--- src/hw/rtl/tcpu_pkg.sv ---
// Shared types, codes and sizes for the toy CPU execute unit.
`timescale 1ns / 1ps
`default_nettype none
package tcpu_pkg;

  // Data and stream widths.
  localparam int DATA_W        = 16;
  localparam int MEM_WORDS_DEF = 2048;
  localparam int IN_TDATA_W    = 48;
  localparam int OUT_TDATA_W   = 24;

  // Command codes.
  localparam logic [3:0] CMD_MOV  = 4'd0;
  localparam logic [3:0] CMD_ADD  = 4'd1;
  localparam logic [3:0] CMD_MUL  = 4'd2;
  localparam logic [3:0] CMD_SUB  = 4'd3;
  localparam logic [3:0] CMD_DIV  = 4'd4;
  localparam logic [3:0] CMD_AND  = 4'd5;
  localparam logic [3:0] CMD_OR   = 4'd6;
  localparam logic [3:0] CMD_XOR  = 4'd7;
  localparam logic [3:0] CMD_BZ   = 4'd8;
  localparam logic [3:0] CMD_BNZ  = 4'd9;
  localparam logic [3:0] CMD_BNEG = 4'd10;
  localparam logic [3:0] CMD_BPOS = 4'd11;

  // Destination kinds; the fourth code acts as indirect.
  localparam logic [1:0] DK_REG = 2'd0;
  localparam logic [1:0] DK_DIR = 2'd1;
  localparam logic [1:0] DK_IND = 2'd2;

  // Source kinds.
  localparam logic [1:0] SK_IMM = 2'd0;
  localparam logic [1:0] SK_REG = 2'd1;
  localparam logic [1:0] SK_DIR = 2'd2;
  localparam logic [1:0] SK_IND = 2'd3;

  // Error codes.
  localparam logic [1:0] ERR_OK   = 2'd0;
  localparam logic [1:0] ERR_ADDR = 2'd1;
  localparam logic [1:0] ERR_DIV0 = 2'd2;

  // Data memory read address source.
  typedef enum logic [1:0] {
    RD_DADDR,
    RD_SADDR,
    RD_PTR
  } rd_sel_t;

  // Commands from the controller to the datapath.
  typedef struct packed {
    logic       load_item;
    logic       clr_we;
    logic       rd_en;
    rd_sel_t    rd_sel;
    logic       dval_ld_reg;
    logic       dval_ld_mem;
    logic       dloc_ld_daddr;
    logic       dloc_ld_ptr;
    logic       sval_ld_src;
    logic       sval_ld_mem;
    logic       err_set;
    logic [1:0] err_code;
    logic       alu_go;
    logic       div_start;
    logic       div_step;
    logic       div_fix;
    logic       commit;
  } ctl_t;

  // Status from the datapath to the controller.
  typedef struct packed {
    logic       is_branch;
    logic       is_xor;
    logic       is_div;
    logic [1:0] dkind;
    logic [1:0] skind;
    logic       daddr_bad;
    logic       saddr_bad;
    logic       ptr_bad;
    logic       src_zero;
    logic       div_last;
    logic       clr_last;
    logic       out_free;
  } sts_t;

endpackage
`default_nettype wire

--- src/hw/rtl/tcpu_ctrl.sv ---
// Controller state machine that sequences fetch, execute and write-back.
`timescale 1ns / 1ps
`default_nettype none
module tcpu_ctrl (
  input  wire logic           clk,
  input  wire logic           rst_n,
  input  wire logic           in_tvalid,
  output logic                in_tready,
  input  wire tcpu_pkg::sts_t sts,
  output tcpu_pkg::ctl_t      ctl
);
  import tcpu_pkg::*;

  typedef enum logic [3:0] {
    ST_CLEAR,
    ST_IDLE,
    ST_DEST,
    ST_DPTR,
    ST_DDATA,
    ST_SRC,
    ST_SPTR,
    ST_SDATA,
    ST_EXEC,
    ST_DIV,
    ST_DFIX,
    ST_RESULT
  } state_t;

  state_t state_r, state_nxt;

  // State register; reset starts the memory clearing pass.
  always_ff @(posedge clk) begin
    if (!rst_n) begin
      state_r <= ST_CLEAR;
    end else begin
      state_r <= state_nxt;
    end
  end

  assign in_tready = (state_r == ST_IDLE);

  // Next state and datapath commands.
  always_comb begin
    state_nxt = state_r;
    ctl       = '0;
    unique case (state_r)
      ST_CLEAR: begin
        ctl.clr_we = 1'b1;
        if (sts.clr_last) begin
          state_nxt = ST_IDLE;
        end
      end
      ST_IDLE: begin
        if (in_tvalid) begin
          ctl.load_item = 1'b1;
          state_nxt     = ST_DEST;
        end
      end
      ST_DEST: begin
        if (sts.is_branch) begin
          state_nxt = ST_RESULT;
        end else if (sts.dkind == DK_REG) begin
          ctl.dval_ld_reg = 1'b1;
          state_nxt       = ST_SRC;
        end else if (sts.daddr_bad) begin
          ctl.err_set  = 1'b1;
          ctl.err_code = ERR_ADDR;
          state_nxt    = ST_RESULT;
        end else begin
          ctl.rd_en  = 1'b1;
          ctl.rd_sel = RD_DADDR;
          if (sts.dkind == DK_DIR) begin
            ctl.dloc_ld_daddr = 1'b1;
            state_nxt         = ST_DDATA;
          end else begin
            state_nxt = ST_DPTR;
          end
        end
      end
      ST_DPTR: begin
        if (sts.ptr_bad) begin
          ctl.err_set  = 1'b1;
          ctl.err_code = ERR_ADDR;
          state_nxt    = ST_RESULT;
        end else begin
          ctl.rd_en       = 1'b1;
          ctl.rd_sel      = RD_PTR;
          ctl.dloc_ld_ptr = 1'b1;
          state_nxt       = ST_DDATA;
        end
      end
      ST_DDATA: begin
        ctl.dval_ld_mem = 1'b1;
        state_nxt       = ST_SRC;
      end
      ST_SRC: begin
        if (sts.is_xor) begin
          state_nxt = ST_EXEC;
        end else begin
          unique case (sts.skind) inside
            SK_IMM, SK_REG: begin
              ctl.sval_ld_src = 1'b1;
              state_nxt       = ST_EXEC;
            end
            default: begin
              if (sts.saddr_bad) begin
                ctl.err_set  = 1'b1;
                ctl.err_code = ERR_ADDR;
                state_nxt    = ST_RESULT;
              end else begin
                ctl.rd_en  = 1'b1;
                ctl.rd_sel = RD_SADDR;
                state_nxt  = (sts.skind == SK_IND) ? ST_SPTR : ST_SDATA;
              end
            end
          endcase
        end
      end
      ST_SPTR: begin
        if (sts.ptr_bad) begin
          ctl.err_set  = 1'b1;
          ctl.err_code = ERR_ADDR;
          state_nxt    = ST_RESULT;
        end else begin
          ctl.rd_en  = 1'b1;
          ctl.rd_sel = RD_PTR;
          state_nxt  = ST_SDATA;
        end
      end
      ST_SDATA: begin
        ctl.sval_ld_mem = 1'b1;
        state_nxt       = ST_EXEC;
      end
      ST_EXEC: begin
        if (!sts.is_div) begin
          ctl.alu_go = 1'b1;
          state_nxt  = ST_RESULT;
        end else if (sts.src_zero) begin
          ctl.err_set  = 1'b1;
          ctl.err_code = ERR_DIV0;
          state_nxt    = ST_RESULT;
        end else begin
          ctl.div_start = 1'b1;
          state_nxt     = ST_DIV;
        end
      end
      ST_DIV: begin
        ctl.div_step = 1'b1;
        if (sts.div_last) begin
          state_nxt = ST_DFIX;
        end
      end
      ST_DFIX: begin
        ctl.div_fix = 1'b1;
        state_nxt   = ST_RESULT;
      end
      ST_RESULT: begin
        if (sts.out_free) begin
          ctl.commit = 1'b1;
          state_nxt  = ST_IDLE;
        end
      end
      default: begin
        state_nxt = ST_IDLE;
      end
    endcase
  end

endmodule
`default_nettype wire

--- config.mk ---
export PLATFORM = sky130hd
export DESIGN_NAME = tcpu_ctrl
export DESIGN_NICKNAME = d
export VERILOG_FILES = /design/src/hw/rtl/tcpu_pkg.sv /design/src/hw/rtl/tcpu_ctrl.sv
export SDC_FILE = /design/constraint.sdc
export NUM_CORES = 1
export LEC_CHECK = 0
export ABC_AREA = 1
export BUFFER_PORTS_ARGS = -buffer_cell sky130_fd_sc_hd__buf_2
export CAP_MARGIN = 20
export CORE_ASPECT_RATIO = 1.1
export CORE_MARGIN = 1.5
export CORE_UTILIZATION = 36
export DETAILED_ROUTE_END_ITERATION = 10
export PLACE_DENSITY = 0.69
export SYNTH_ARGS = -nofsm -noshare
export SYNTH_HDL_FRONTEND = slang
export SYNTH_SLANG_ARGS = --single-unit
--- constraint.sdc ---
create_clock -name clk -period 1.1 [get_ports clk]
set_input_delay 0.165 -clock clk [delete_from_list [all_inputs] [get_ports clk]]
set_output_delay 0.165 -clock clk [all_outputs]
set_load 0.01 [all_outputs]
==> results of run 1 <==
==> cell usage in the layout, fill, tap and decap left out, types with 3 or more instances in the layout <==
| master | instances |
|---|---|
| buf_6 | 15 |
| nand3_1 | 7 |
| inv_2 | 9 |
| nand2_4 | 5 |
| nor2_4 | 9 |
| nand3_2 | 4 |
| nand2_2 | 6 |
| buf_4 | 17 |
| o21ai_0 | 3 |
| nor2_1 | 14 |
| dfxtp_4 | 4 |
| nand2_1 | 23 |
| buf_2 | 30 |
| clkbuf_4 | 3 |
| inv_1 | 18 |
==> power by group <==
| part | internal (uW) | leakage [uW] | switching (uW) |
|---|---|---|---|
| Combinational | 761 | 0.000700 | 942 |
| Sequential | 222 | 0.0000356 | 103 |
| Clock | 123 | 0.0000138 | 76.4 |
| Total | 1110 | 0.000750 | 1120 |
==> cell type report <==
cell class	instances	area (um2)
tap	17	21.3
clock buffer	3	22.5
fill	122	323
timing repair buffer	62	447
inverter	30	119
sequential	4	95.1
multi-input combinational	86	549
==> final timing paths <==
path                endpoint  startpoint  slack [ns]  cells after the start
hold / removal    state_r[0]       rst_n        0.21                      5
setup / recovery      ctl[5]  state_r[0]       -0.43                      7
setup reg to reg  state_r[3]  state_r[0]       -0.28                      6
hold reg to reg   state_r[3]  state_r[3]        0.58                      2
==> through the flow <==
stage	setup WS [ns]	hold WS, ns
finish	-0.428	0.206
global route	-0.469	0.226
CTS	-0.362	0.208
detailed placement	-0.208	0.453
global placement	-0.202	0.449
floorplan	-0.00606	0.309
==> worst max-delay path: stages, from the launching register on <==
cell and delay (ns):
dfxtp_4 0.39, inv_4 0.06, nor2_4 0.17, nand2_2 0.12, nor2_4 0.12, a21oi_2 0.08
nand2_1 0.05, buf_2 0.12
==> layer usage <==
layer	global-route usage, %	vias to the layer above
met5	0	-
li1	-	492
met3	4.76	13
met2	53.4	48
met1	24.9	432
met4	10.0	0
==> kinds of logic (layout without fill, tap and decap cells) <==
family / after synthesis / count (layout) / synth area share (%)
flops: 4 / 4 / 13.3
simple gates: 74 / 74 / 56.5
buf+inv: 30 / 95 / 18.8
compound gates: 12 / 12 / 11.4
==> timing repair <==
action,4_1_cts,5_1_grt
buffers inserted,7,5
resized for setup,27,31
hold buffers,0,0
cloned,0,0
pin swaps,8,13
endpoints found under the setup margin,24,24
==> reports/qor.csv, run 1 <==
stage;metric;value;unit
power_and_ir_drop;pwr/cell area;1780;mW/mm2
power_and_ir_drop;post-layout total power;2230;uW
yosys;Post-Syn Area;604;um2
worst_setup_path;Required @ worst endpoint;0.94;ns
cts;clk sink count;4;
sta;Relative slew margins;82.8;%
yosys;Synth Flop Type;dfxtp_1;
grt;vias in the first global route;915;
placement;placed inst area;936;um2
grt;largest net degree at the start of global routing;6;
cts;total CTS buffers;3;
cts;CTS H-tree lvls;1;
sta;Clock Skew;0.00646;ns
yosys;commonest cells in the netlist;nand2_1, inv_1, nor2_1;
grt;first-pass GRT wire length;3670;um
cells_and_area;Reg with most FFs;state_r;
floorplan;io pins;37;
floorplan;Die X;42.1;um
placement;Post-Place Cells;188;
yosys;Mean Syn Cell Area;5.04;um2
cts;clk buf depth;2;
yosys;largest area contributor in the netlist;nand2_1;
sta;RSZ-0062 raised after global routing;true;
detailed_routing;met1 WL;955;um
grt;antenna violations before repair;0;
yosys;Synth warnings;0;
placement;GPL Wtd Cong;0.852;
sta;final hold vios;0;
grt;total gr overflow;0;
sta;setup violators final;24;
sta;Worst-Margin Slew;0.258;ns
cells_and_area;# nets final;204;
floorplan;row count;15;
cells_and_area;Area Growth Syn to Fin;107;%
detailed_routing;vias;985;
detailed_routing;post-route ant nets;0;
cells_and_area;fin util;79.5;%
yosys;EDFF count, synth;0;
yosys;FF+latch count, synth;4;
detailed_routing;WL/cell;12.4;um
detailed_routing;DR pass1 iterations;4;
cells_and_area;Ant. Diodes;0;
cts;Root Driver;clkbuf_4;
worst_setup_path;Critical Path AT;1.36;ns
detailed_routing;DR DRC count;0;
detailed_routing;highest routed layer;met4;
yosys;Gate Count Post-Synth;120;
detailed_routing;Via density;4.88;
placement;DP Wirelength;1560;um
worst_setup_path;crit start category;flop;
detailed_routing;1st-iter DRT viols;25;
placement;port bufs;36;
yosys;Synth async-reset ratio;0;%
power_and_ir_drop;P_leak;0.000750;uW
yosys;library cells used by synthesis;18;
outcome;failing checks;negative setup slack;
worst_setup_path;Worst setup EP type;primary output;
sta;Final Cycle Share;139;%
floorplan;die area;0.00193;mm2
yosys;count leader, synth;nand2_1;
cells_and_area;final non-filler cell total;202;
worst_setup_path;highest fanout seen on the critical path;4;
cells_and_area;layout cells sized above 1;61.6;%
floorplan;Die Height;46.0;um
job;max_cap viols;0;
hold_path;Hold Path Class;in -> reg;
worst_setup_path;crit path kind;reg -> out;
sta;Final Slew Violations;0;
sta;Final WS setup;-0.428;ns
yosys;syn nets;137;
cts;clock-pin transition on the worst setup and hold timing paths;0.04;ns
sta;min cycle time layout;1.53;ns
yosys;sequential area share after synthesis;13.3;%
floorplan;initial core utilization;38.3;%
cts;clk_lat worst skew;0.25;ns
detailed_routing;met2 WL post-DR;1330;um
power_and_ir_drop;worst vdd ir;1.28;mV
sta;Fmax;654;MHz
cells_and_area;biggest regs;state_r: 4 flops;
yosys;top cells by area, synth;nand2_1, inv_1, dfxtp_1, nor2_1, nand3_1;
grt;GRT Util Overall;25.6;%
cts;CTS tree;built;
detailed_routing;final wirelength;2500;um
sta;Setup TNS Final;-7.63;ns
cells_and_area;max reg flops;4;
floorplan;Core Footprint;0.00158;mm2
detailed_routing;met3 routed wirelength;110;um
cells_and_area;Finished Cell Area;0.00125;mm2
yosys;share of the synthesized area in the top cell type;18.0;%
outcome;status;finished with violations;
Note: power is estimated with default switching activity, not from simulation.
==> inputs of run 2 (changes only) <==
--- a/config.mk
+++ b/config.mk
@@ -12,7 +12,10 @@
 export CORE_MARGIN = 1.5
 export CORE_UTILIZATION = 36
 export DETAILED_ROUTE_END_ITERATION = 10
+export GPL_TIMING_DRIVEN = 0
 export PLACE_DENSITY = 0.69
+export RECOVER_POWER = 25
+export SETUP_SLACK_MARGIN = 0.15
 export SYNTH_ARGS = -nofsm -noshare
 export SYNTH_HDL_FRONTEND = slang
 export SYNTH_SLANG_ARGS = --single-unit
==> run 2 against run 1 <==
Effect of this change: the run still ends with negative setup slack left; clock-buffer cell count increased by 1; global-route usage shrank 2.7 points; critical path depth unchanged; clock power rose by 18%; core utilization is 1.4 points lower; cell area fell by 1.8%; final cell count decreased by 4.0%; largest cell class unchanged; largest power group unchanged.
==> reports/qor.csv, run 2 (same netlist as run 1, synthesis figures left out) <==
stage;metric;value;unit;change
outcome;status;finished with violations;;
outcome;failing checks;negative setup slack;;
cts;Root Driver;clkbuf_4;;
sta;Final Cycle Share;140;%;+0.72 points
cts;clock-pin transition on the worst setup and hold timing paths;0.04;ns;about the same
worst_setup_path;crit path kind;reg -> out;;
detailed_routing;Via density;4.84;;-0.74%
hold_path;Hold Path Class;in -> reg;;
sta;final hold vios;0;;unchanged
worst_setup_path;crit start category;flop;;
worst_setup_path;highest fanout seen on the critical path;5;;+1
cts;CTS H-tree lvls;1;;unchanged
cells_and_area;Finished Cell Area;0.00123;mm2;-1.8%
worst_setup_path;Critical Path AT;1.37;ns;about the same
cells_and_area;max reg flops;4;;unchanged
floorplan;Die X;42.1;um;unchanged
power_and_ir_drop;switching share of power;51.1;%;+0.73 points
cts;clk sink count;4;;unchanged
detailed_routing;1st-iter DRT viols;14;;-44%
sta;Worst-Margin Slew;0.242;ns;-0.0158 ns
power_and_ir_drop;P_leak;0.000729;uW;-2.8%
power_and_ir_drop;Pint;1200;uW;+8.6%
cells_and_area;# nets final;195;;-4.4%
floorplan;Die Height;46.0;um;unchanged
floorplan;Core Footprint;0.00158;mm2;unchanged
cells_and_area;Layout fillers;122;;unchanged
detailed_routing;met2 WL post-DR;1300;um;-2.3%
floorplan;initial core utilization;38.3;%;unchanged
floorplan;row count;15;;unchanged
placement;port bufs;36;;unchanged
worst_setup_path;CP delay by family, top;simple AND/OR/NAND/NOR gates;;
worst_setup_path;Worst setup EP type;primary output;;
grt;first-pass GRT wire length;3420;um;-6.9%
floorplan;die area;0.00193;mm2;unchanged
cells_and_area;fin util;78.1;%;-1.4 points
detailed_routing;vias;939;;-4.7%
cts;clk_lat worst skew;0.26;ns;about the same
detailed_routing;DR pass1 iterations;4;;unchanged
detailed_routing;post-route ant nets;0;;unchanged
worst_setup_path;CP max stage cell;dfxtp_4;;
floorplan;io pins;37;;unchanged
worst_setup_path;cell mode on critical path;nand2_2;;
grt;vias in the first global route;881;;-3.7%
power_and_ir_drop;sw power;1250;uW;+12%
cts;clk buf depth;2;;unchanged
sta;Relative slew margins;83.8;%;+1.1 points
placement;DP Wirelength;1470;um;-5.7%
cells_and_area;Area Growth Syn to Fin;104;%;
sta;Clock Skew;0.00330;ns;-0.00316 ns
cells_and_area;commonest non-fill, non-tap cell in the layout;buf_2;;
worst_setup_path;WP buf/inv;2;;unchanged
power_and_ir_drop;sequential power share;14.7;%;about the same
sta;Fmax;651;MHz;-0.52%
detailed_routing;WL/cell;12.5;um;+1.2%
cells_and_area;Reg with most FFs;state_r;;
detailed_routing;met1 WL;895;um;-6.3%
grt;antenna violations before repair;0;;unchanged
detailed_routing;final wirelength;2420;um;-2.8%
worst_setup_path;Required @ worst endpoint;0.94;ns;about the same
worst_setup_path;CP max stage delay;0.37;ns;-0.02 ns
detailed_routing;met3 routed wirelength;140;um;+27%
sta;setup violators final;24;;unchanged
sta;Final Slew Violations;0;;unchanged
grt;GRT Util Overall;22.9;%;-2.7 points
placement;GPL Wtd Cong;0.791;;-7.2%
cells_and_area;layout cells sized above 1;63.3;%;+1.7 points
grt;largest net degree at the start of global routing;7;;+1
grt;total gr overflow;0;;unchanged
cells_and_area;Ant. Diodes;0;;unchanged
power_and_ir_drop;Logic pwr share;75.7;%;-0.8 points
sta;RSZ-0062 raised after global routing;true;;
cells_and_area;biggest regs;state_r: 4 flops;;
cells_and_area;most frequent cells in the layout;buf_2, nand2_1, inv_1;;
job;max_cap viols;0;;unchanged
sta;Final WS setup;-0.436;ns;-0.00794 ns
power_and_ir_drop;pwr/cell area;1990;mW/mm2;+12%
cts;total CTS buffers;3;;unchanged
worst_setup_path;worst-path cell chain;inv_2, nor2_4, nand2_2, nand2_2, nand2_1, nand3_2, buf_6;;
cts;CTS tree;built;;
detailed_routing;highest routed layer;met4;;
power_and_ir_drop;worst vdd ir;1.29;mV;+0.20%
power_and_ir_drop;power share of the clock group;9.6;%;+0.6 points
placement;placed inst area;881;um2;-5.9%
cts;cts hold-fix bufs;0;;unchanged
detailed_routing;DR DRC count;0;;unchanged
sta;min cycle time layout;1.54;ns;+0.00795 ns
## run 2: metal layers
metal | up-vias | track usage [%]
li1 | 477 | -
met1 | 415 | 25.4
met2 | 39 | 43.8
met3 | 8 | 6.35
met4 | 0 | 5.63
met5 | - | 0
## run 2: timing repair
action / CTS / global route
buffers inserted: 12 / 5
gates resized for setup: 35 / 16
setup endpoints to repair: 24 / 24
pin swaps: 17 / 15
## run 2: stage by stage
stage | hold WS, ns | power (uW) | setup slack, ns | std cells | setup TNS [ns]
6_report | 0.201 | 2460 | -0.436 | 194 | -7.60
3_5_place_dp | 0.460 | 1370 | -0.188 | 173 | -1.21
5_1_grt | 0.215 | 2600 | -0.479 | 194 | -8.68
2_1_floorplan | 0.306 | 1080 | 0.0313 | 120 | 0
4_1_cts | 0.206 | 2110 | -0.387 | 189 | -6.08
3_3_place_gp | 0.458 | 1350 | -0.178 | 173 | -1.01
## run 2: final timing paths
path / start / to / slack, ns / depth (start not counted)
min: rst_n / state_r[2] / 0.20 / 3
min reg2reg: state_r[3] / state_r[3] / 0.56 / 2
max reg2reg: state_r[0] / state_r[1] / -0.31 / 10
max: state_r[2] / ctl[7] / -0.44 / 7
## run 2: area by class of cell
cell class | instances | area [um2] | share of cell area [%]
Sequential cell | 4 | 95.1 | 7.72
Clock buffer | 4 | 26.3 | 2.13
Inverter | 30 | 126 | 10.3
Timing Repair Buffer | 53 | 383 | 31.1
Multi-Input combinational cell | 86 | 579 | 47.1
Tap cell | 17 | 21.3 | 1.73
## run 2: power by group through the flow
| stage | clock [uW] | sequential [uW] | combinational (uW) |
|---|---|---|---|
| 2_1_floorplan | 0 | 301 | 782 |
| 3_3_place_gp | 0 | 311 | 1030 |
| 3_5_place_dp | 0 | 318 | 1050 |
| 4_1_cts | 208 | 340 | 1560 |
| 5_1_grt | 248 | 365 | 1990 |
| 6_report | 236 | 361 | 1860 |
## run 2: worst register-to-register path: cells and delay by family, from the launching register on
kind	cells	cell delay, ns
simple gates	6	0.46
flops	1	0.41
buf+inv	3	0.34
compound gates	1	0.13
